**src/rtl/cft_pkg.sv**
```systemverilog
package cft_pkg;

  localparam logic [7:0] CH_COMMA = 8'h2C;
  localparam logic [7:0] CH_LF    = 8'h0A;
  localparam logic [7:0] CH_CR    = 8'h0D;
  localparam logic [7:0] CH_QUOTE = 8'h22;

  localparam logic [15:0] LEN_MAX = 16'hFFFF;

  typedef enum logic [2:0] {
    PH_REC   = 3'd0,
    PH_FLD   = 3'd1,
    PH_UNQ   = 3'd2,
    PH_QUO   = 3'd3,
    PH_QSEEN = 3'd4
  } cft_phase_t;

  typedef struct packed {
    logic        valid;
    logic [7:0]  out_byte;
    logic        byte_valid;
    logic        field_end;
    logic        record_end;
    logic        record_abort;
    logic [15:0] field_length;
  } cft_result_t;

  function automatic logic [15:0] len_inc(input logic [15:0] len);
    len_inc = (len == LEN_MAX) ? len : len + 16'd1;
  endfunction

endpackage

```
**src/rtl/cft_parser.sv**
```systemverilog
module cft_parser (
  input  logic                 clk,
  input  logic                 rst_n,
  input  logic                 step_en,
  input  logic                 func,
  input  logic [7:0]           data_byte,
  output cft_pkg::cft_result_t res
);
  import cft_pkg::*;

  cft_phase_t  phase_r, phase_nxt;
  logic [15:0] len_r, len_nxt;
  logic        is_nl, is_sep, is_quote;

  assign is_nl    = (data_byte == CH_LF) || (data_byte == CH_CR);
  assign is_sep   = is_nl || (data_byte == CH_COMMA);
  assign is_quote = (data_byte == CH_QUOTE);

  always_ff @(posedge clk) begin
    if (!rst_n) begin
      phase_r <= PH_REC;
      len_r   <= '0;
    end else if (step_en) begin
      phase_r <= phase_nxt;
      len_r   <= len_nxt;
    end
  end

  // next state
  always_comb begin
    phase_nxt = phase_r;
    len_nxt   = len_r;
    if (func) begin
      phase_nxt = PH_REC;
      len_nxt   = '0;
    end else begin
      unique case (phase_r)
        PH_QUO: begin
          if (is_quote) begin
            phase_nxt = PH_QSEEN;
          end else begin
            len_nxt = len_inc(len_r);
          end
        end
        PH_QSEEN: begin
          if (is_quote) begin
            phase_nxt = PH_QUO;
            len_nxt   = len_inc(len_r);
          end else begin
            phase_nxt = is_nl ? PH_REC : PH_FLD;
            len_nxt   = '0;
          end
        end
        PH_UNQ: begin
          if (is_sep) begin
            phase_nxt = is_nl ? PH_REC : PH_FLD;
            len_nxt   = '0;
          end else begin
            len_nxt = len_inc(len_r);
          end
        end
        default: begin
          if ((phase_r != PH_FLD) && is_nl) begin
            phase_nxt = PH_REC;
          end else if (is_sep) begin
            phase_nxt = is_nl ? PH_REC : PH_FLD;
            len_nxt   = '0;
          end else if (is_quote) begin
            phase_nxt = PH_QUO;
            len_nxt   = '0;
          end else begin
            phase_nxt = PH_UNQ;
            len_nxt   = 16'd1;
          end
        end
      endcase
    end
  end

  // outputs
  always_comb begin
    res = '0;
    if (func) begin
      unique case (phase_r)
        PH_FLD, PH_UNQ, PH_QSEEN: begin
          res.valid        = 1'b1;
          res.field_end    = 1'b1;
          res.record_end   = 1'b1;
          res.field_length = len_r;
        end
        PH_QUO: begin
          res.valid        = 1'b1;
          res.record_abort = 1'b1;
        end
        default: res = '0;
      endcase
    end else begin
      unique case (phase_r)
        PH_QUO: begin
          if (!is_quote) begin
            res.valid      = 1'b1;
            res.byte_valid = 1'b1;
            res.out_byte   = data_byte;
          end
        end
        PH_QSEEN: begin
          res.valid = 1'b1;
          if (is_quote) begin
            res.byte_valid = 1'b1;
            res.out_byte   = data_byte;
          end else begin
            res.field_end    = 1'b1;
            res.record_end   = is_nl;
            res.field_length = len_r;
          end
        end
        PH_UNQ: begin
          res.valid = 1'b1;
          if (is_sep) begin
            res.field_end    = 1'b1;
            res.record_end   = is_nl;
            res.field_length = len_r;
          end else begin
            res.byte_valid = 1'b1;
            res.out_byte   = data_byte;
          end
        end
        default: begin
          if ((phase_r != PH_FLD) && is_nl) begin
            res = '0;
          end else if (is_sep) begin
            res.valid        = 1'b1;
            res.field_end    = 1'b1;
            res.record_end   = is_nl;
            res.field_length = len_r;
          end else if (!is_quote) begin
            res.valid      = 1'b1;
            res.byte_valid = 1'b1;
            res.out_byte   = data_byte;
          end
        end
      endcase
    end
  end

endmodule

```
**src/rtl/csv_field_tokenizer_core.sv**
```systemverilog
// Each accepted word is parsed from the input register into the result register.
// One input word per cycle unless stalled; a word may give no result at all.
// Both sides are split by an input register and a result register, so the
// input is stalled only while the result register is full and stalled.
// Reset (rst_n low, synchronous) returns the parser to record start with a
// zero field length and empties both registers.
module csv_field_tokenizer_core (
  input  logic        clk,
  input  logic        rst_n,
  input  logic        in_valid,
  output logic        in_stall,
  input  logic        in_func,
  input  logic [7:0]  in_data_byte,
  output logic        out_valid,
  input  logic        out_stall,
  output logic [7:0]  out_byte,
  output logic        out_byte_valid,
  output logic        out_field_end,
  output logic        out_record_end,
  output logic        out_record_abort,
  output logic [15:0] out_field_length
);
  import cft_pkg::*;

  logic        s1_valid_r;
  logic        s1_func_r;
  logic [7:0]  s1_byte_r;
  logic        out_valid_r;
  cft_result_t res;
  cft_result_t res_r;
  logic        out_ready, s1_adv, in_acc;

  assign out_ready = !out_valid_r || !out_stall;
  assign s1_adv    = s1_valid_r && out_ready;
  assign in_stall  = s1_valid_r && !out_ready;
  assign in_acc    = in_valid && !in_stall;

  always_ff @(posedge clk) begin
    if (!rst_n) begin
      s1_valid_r <= 1'b0;
    end else if (in_acc) begin
      s1_valid_r <= 1'b1;
    end else if (s1_adv) begin
      s1_valid_r <= 1'b0;
    end
  end

  always_ff @(posedge clk) begin
    if (in_acc) begin
      s1_func_r <= in_func;
      s1_byte_r <= in_data_byte;
    end
  end

  cft_parser u_parser (
    .clk       (clk),
    .rst_n     (rst_n),
    .step_en   (s1_adv),
    .func      (s1_func_r),
    .data_byte (s1_byte_r),
    .res       (res)
  );

  always_ff @(posedge clk) begin
    if (!rst_n) begin
      out_valid_r <= 1'b0;
    end else if (out_ready) begin
      out_valid_r <= s1_adv && res.valid;
    end
  end

  always_ff @(posedge clk) begin
    if (s1_adv && out_ready) begin
      res_r <= res;
    end
  end

  assign out_valid        = out_valid_r;
  assign out_byte         = res_r.out_byte;
  assign out_byte_valid   = res_r.byte_valid;
  assign out_field_end    = res_r.field_end;
  assign out_record_end   = res_r.record_end;
  assign out_record_abort = res_r.record_abort;
  assign out_field_length = res_r.field_length;

endmodule

```
**config.mk**
```make
export PLATFORM = sky130hd
export DESIGN_NAME = csv_field_tokenizer_core
export DESIGN_NICKNAME = d
export VERILOG_FILES = /design/src/rtl/cft_pkg.sv /design/src/rtl/cft_parser.sv /design/src/rtl/csv_field_tokenizer_core.sv
export SDC_FILE = /design/constraint.sdc
export NUM_CORES = 1
export LEC_CHECK = 0
export ABC_CLOCK_PERIOD_IN_PS = 4400
export BUFFER_PORTS_ARGS = -buffer_cell sky130_fd_sc_hd__buf_2
export CORE_ASPECT_RATIO = 0.7
export CORE_MARGIN = 2
export CORE_UTILIZATION = 51
export DETAILED_ROUTE_END_ITERATION = 7
export MAX_ROUTING_LAYER = met4
export PLACE_DENSITY = 0.72
export SKIP_CTS_REPAIR_TIMING = 1
export SYNTH_ARGS = -nofsm -noshare
export SYNTH_HDL_FRONTEND = slang
export SYNTH_HIERARCHICAL = 1
export SYNTH_SLANG_ARGS = --single-unit
```
**constraint.sdc**
```tcl
create_clock -name clk -period 4.4 [get_ports clk]
set_input_delay 0.22 -clock clk [delete_from_list [all_inputs] [get_ports clk]]
set_output_delay 0.22 -clock clk [all_outputs]
set_load 0.005 [all_outputs]
```
Yosys cells after proc, flatten, opt, wreduce, memory -nomap -nowiden. Index checks and enable logic that the tools add are counted.

Register bits after elaboration: 58. Output and inout port bits: 30. Input bits: 13. Logic and storage cells: 84.

Mux-type cells: 39. Add/sub/neg operators: 1. Reductions and logical operators: 18. Equal/unequal tests: 14.

Operators with widths (number): $mux 16 (11); $pmux 16 s3 (2); $pmux 10 s3 (1); $mux 29 (1); $mux 9 (3); $mux 3 (6); $add 16x1->16 const B (1); $eq 16x16->1 const B (1); $eq 8x4->1 const B (2); $eq 8x6->1 const B (2); $mux 12 (1); $mux 10 (1); $pmux 3 s3 (1); $mux 1 (8); $eq 3x2->1 const B (2); $logic_and 1x1->1 (6); $mux 2 (3); $ne 3x2->1 const B (2); $pmux 2 s3 (1); $reduce_and 3->1 (2); $ne 5x5->1 const B (1); $logic_not 1->1 (4); $reduce_or 4->1 (1); $eq 3x1->1 const B (1); other kinds (6) (8).

Logic depth before layout (Yosys ltp).
Depth after elaboration: 8. Mapped depth: 8. Depth with buffers taken out: 7.

Cells and area by module. Netlist, hierarchy kept.

Modules (own cells, without submodules): cft_parser (times used 1, area each 1670.4 um^2, cells an instance 214, sequential area each 380.4 um^2); csv_field_tokenizer_core (times used 1, area each 1197.4 um^2, cells an instance 45, sequential area each 1151.1 um^2).

Worst setup path after synthesis. OpenSTA, ideal clock, no wires.

Path type: flip-flop to flip-flop. Start point: reg s1_valid_r. End point: reg u_parser.len_r[6]. Cell stages (with the launch flop): 6. Setup slack: 0.233 ns. Data required time: 4.286 ns. Period minus slack after synthesis: 4.167 ns. Buffers on the path: 0. Arrival time: 4.053 ns. Cells stage by stage: dfxtp_1 -> a21boi_0 -> o311ai_4 -> or3_1 -> xor2_1 -> nor2_1.

Longest elaborated chain between the ends: 2.

RTL lines: start: declaration (RTL line csv_field_tokenizer_core.sv:25) `logic s1_valid_r;`; start signal: assignment (RTL line csv_field_tokenizer_core.sv:40) `s1_valid_r <= 1'b0;`; start signal: assignment (RTL line csv_field_tokenizer_core.sv:42) `s1_valid_r <= 1'b1;`; start signal: assignment (RTL line csv_field_tokenizer_core.sv:44) `s1_valid_r <= 1'b0;`; $logic_and 1x1->1 (RTL line csv_field_tokenizer_core.sv:34) `assign s1_adv = s1_valid_r && out_ready;`; net s1_adv (RTL line csv_field_tokenizer_core.sv:31) `logic out_ready, s1_adv, in_acc;`; $reduce_and 3->1 (no line); end signal: assignment (RTL line cft_parser.sv:25) `len_r <= len_nxt;`; end: declaration (RTL line cft_parser.sv:12) `logic [15:0] len_r, len_nxt;`.

The timed path passes the listed nets, and every way through them passes these cells. A chain may end at the register's enable or synchronous reset.

==> results.json <==
{
  "place_inst": 366,
  "clock_sinks": 58,
  "clkSlewWorstSetupHoldPaths_ns": 0.06,
  "ios": 43,
  "fin_tns_setup_ns": 0,
  "avgSynthCellArea_um2": 11.1,
  "cp.required_ns": 4.49,
  "die-area_mm2": 0.00625,
  "cts_buffers": 9,
  "ys.warnings.count": 6,
  "nets": 319,
  "cp.arrival_ns": 2.36,
  "synth_area_mm2": 0.00287,
  "synth_flop_cell": "edfxtp_1",
  "diodes": 0,
  "ant_nets": 0,
  "hold_viol_final": 0,
  "synth_compound_area_share_pct": 14.5,
  "die_w_um": 93.6,
  "avgRoutedWirePerCell_um": 14.4,
  "die_h_um": 66.7,
  "crit_fanout": 17,
  "slew_headroom_pct": 49.6,
  "synth_top_area_share_pct": 38.7,
  "synth.area.mux_share_pct": 0.349,
  "synth_edf_count": 37,
  "fin_crit_sh_pct": 51.6,
  "endpoint_kind": "flop",
  "hold_class": "in -> reg",
  "layout_min_cycle_time_ns": 2.27,
  "synth_top_family_by_area": "simple AND/OR/NAND/NOR gates",
  "skew_ns": 0.00692,
  "async_reset_ff_share_pct": 0,
  "drive_above_1_share_pct": 25.8,
  "finalMaxSlewViolations": 0,
  "cts_buffer_depth": 2,
  "wl_um": 5500,
  "clock_latency_ns": 0.34,
  "syn_to_final_growth_pct": 15.6,
  "irDropWorstVdd_uv": 263,
  "grt_pass1_wl_um": 9070,
  "routed_via_density": 5.57,
  "vias": 2128,
  "rsz0062_at_grt": "false",
  "row_count": 22,
  "max_cap_violations": 0,
  "syn_nets": 273,
  "antenna_found_initial": 0,
  "synth_xor_area_share_pct": 2.75,
  "fmax_mhz": 441,
  "setup_viol": 0,
  "synth_seq_area_share_pct": 53.4,
  "synthTopCellsByArea": "edfxtp_1, dfxtp_1, and2_1, nor2_1, nand3_1",
  "path_class": "reg -> reg",
  "synth_area_leader_cell": "edfxtp_1",
  "yosysUniqueCellTypes": 61,
  "grt_start_max_net_pins": 35,
  "cellPowerDensity_mw_per_mm2": 347,
  "start_util_pct": 53.7,
  "worstMarginPinSlew_ns": 0.755,
  "grt-ovfl-total": 0,
  "gp_congestion": 0.898,
  "drc": 0,
  "cp-start-kind": "flop",
  "cts_tree": "yes",
  "status": "finished, final reports clean",
  "dr.first_iter.drc_count": 187,
  "instances_no_fill": 382,
  "syn_inst": 259,
  "h-tree-depth": 3,
  "dp_hpwl_um": 3880,
  "first_pass_iters": 7,
  "clock-root-buffer": "clkbuf_8",
  "synth-seq-cells": 58,
  "yosys.area_share.simple_pct": 25.0,
  "core-area_mm2": 0.00534,
  "grt.total_usage_pct": 20.1,
  "io_buffers": 42,
  "grt_pass1_vias": 1842,
  "synthAdderAreaFrac_pct": 0.829,
  "leakagePower_nw": 1.20
}
per-stage QoR:
| step | utilization (%) | setup WS (ns) | cell area [um^2] | hold WS (ns) | total power [W] |
|---|---|---|---|---|---|
| finish | 62.1 | 2.13 | 3310 | 0.0526 | 0.00115 |
| detailed placement | 58.6 | 2.18 | 3130 | 0.398 | 0.000701 |
| floorplan | - | 0.233 | 2870 | 0.319 | 0.000673 |
| global placement | 58.6 | 2.22 | 3130 | 0.397 | 0.000700 |
| CTS | 62.1 | 2.16 | 3310 | 0.0383 | 0.00116 |
| global route | 62.1 | 2.01 | 3310 | 0.0313 | 0.00120 |
path summary, 6_finish.rpt:
kind / start / to / cells after the start / slack, ns
setup / recovery: s1_byte_r[3] / out_field_length[6] / 6 / 2.13
hold / removal: in_data_byte[7] / s1_byte_r[7] / 1 / 0.05
setup reg to reg: s1_byte_r[3] / out_field_length[6] / 6 / 2.13
hold reg to reg: u_parser/len_r[9] / u_parser/len_r[9] / 2 / 0.50
power breakdown:
group | switching, W | total [W] | internal, W
Clock | 0.000205 | 0.000462 | 0.000257
Combinational | 0.0000454 | 0.0000758 | 0.0000305
Sequential | 0.0000144 | 0.000614 | 0.000599
Total | 0.000265 | 0.00115 | 0.000887
area by class of cell:
class	instances	area (um^2)
multi-input combinational	184	1260
tap	72	90.1
clock inverter	6	57.6
inverter	9	33.8
timing repair buffer	43	218
clock buffer	10	128
sequential	58	1530
fill	434	2030
Yosys cell counts (4+ instances only):
| library cell | n |
|---|---|
| xnor2_1 | 4 |
| edfxtp_1 | 37 |
| nand2_1 | 15 |
| nor3_1 | 7 |
| o21ai_0 | 8 |
| a21oi_1 | 9 |
| nand4_1 | 7 |
| inv_1 | 9 |
| nor2_1 | 21 |
| nand3_1 | 14 |
| and2_1 | 24 |
| buf_2 | 4 |
| and3_1 | 4 |
| dfxtp_1 | 21 |
| xor2_1 | 5 |
| nor2b_1 | 7 |
cells by family after synthesis:
family,Yosys count
xor+xnor,9
compound gates,51
fa+ha+maj,2
buf+inv,17
mux,1
flops,58
simple gates,121
routing by layer:
metal | up-vias | GRT usage [%] | wire, um
met5 | - | - | 0
li1 | 1057 | - | -
met3 | 7 | 7.92 | 399
met2 | 82 | 24.4 | 2150
met1 | 982 | 29.9 | 2880
met4 | 0 | 6.34 | 66
flip-flops by register name, indices dropped and copies added (netlist names):
signal / count
s1_byte_r: 8
out_byte_valid: 1
out_record_end: 1
s1_valid_r: 1
s1_func_r: 1
u_parser/len_r: 16
out_record_abort: 1
u_parser/phase_r: 3
out_byte: 8
out_valid: 1
out_field_length: 16
out_field_end: 1
placed cells by master (no fill, tap or decap), types with 2 or more instances in the layout:
| cell | count |
|---|---|
| xnor2_1 | 4 |
| nand4_1 | 7 |
| o21ai_2 | 2 |
| a22oi_1 | 3 |
| nor4_1 | 3 |
| nor3_1 | 7 |
| and3_1 | 4 |
| inv_1 | 9 |
| xor2_1 | 5 |
| nor2_1 | 21 |
| nand3_2 | 3 |
| edfxtp_1 | 37 |
| o21ai_0 | 8 |
| buf_2 | 42 |
| nand3_1 | 14 |
| dfxtp_1 | 21 |
| and2_1 | 24 |
| nor3b_2 | 2 |
| nor2b_1 | 7 |
| o21ai_1 | 3 |
| nand2_1 | 15 |
| a41o_1 | 2 |
| clkinv_2 | 4 |
| clkbuf_8 | 9 |
| o22ai_1 | 3 |
| or3_1 | 2 |
| a21oi_1 | 9 |
| a31oi_1 | 2 |
critical path, stage by stage (launching register included):
cell and delay [ns]:
edfxtp_1 0.50, nor3b_2 0.33, nand3_2 0.17, o21ai_1 0.23, o21ai_0 0.13, a311o_4 0.46, and2_1 0.19
No activity file was read; power rests on OpenSTA's default activity.
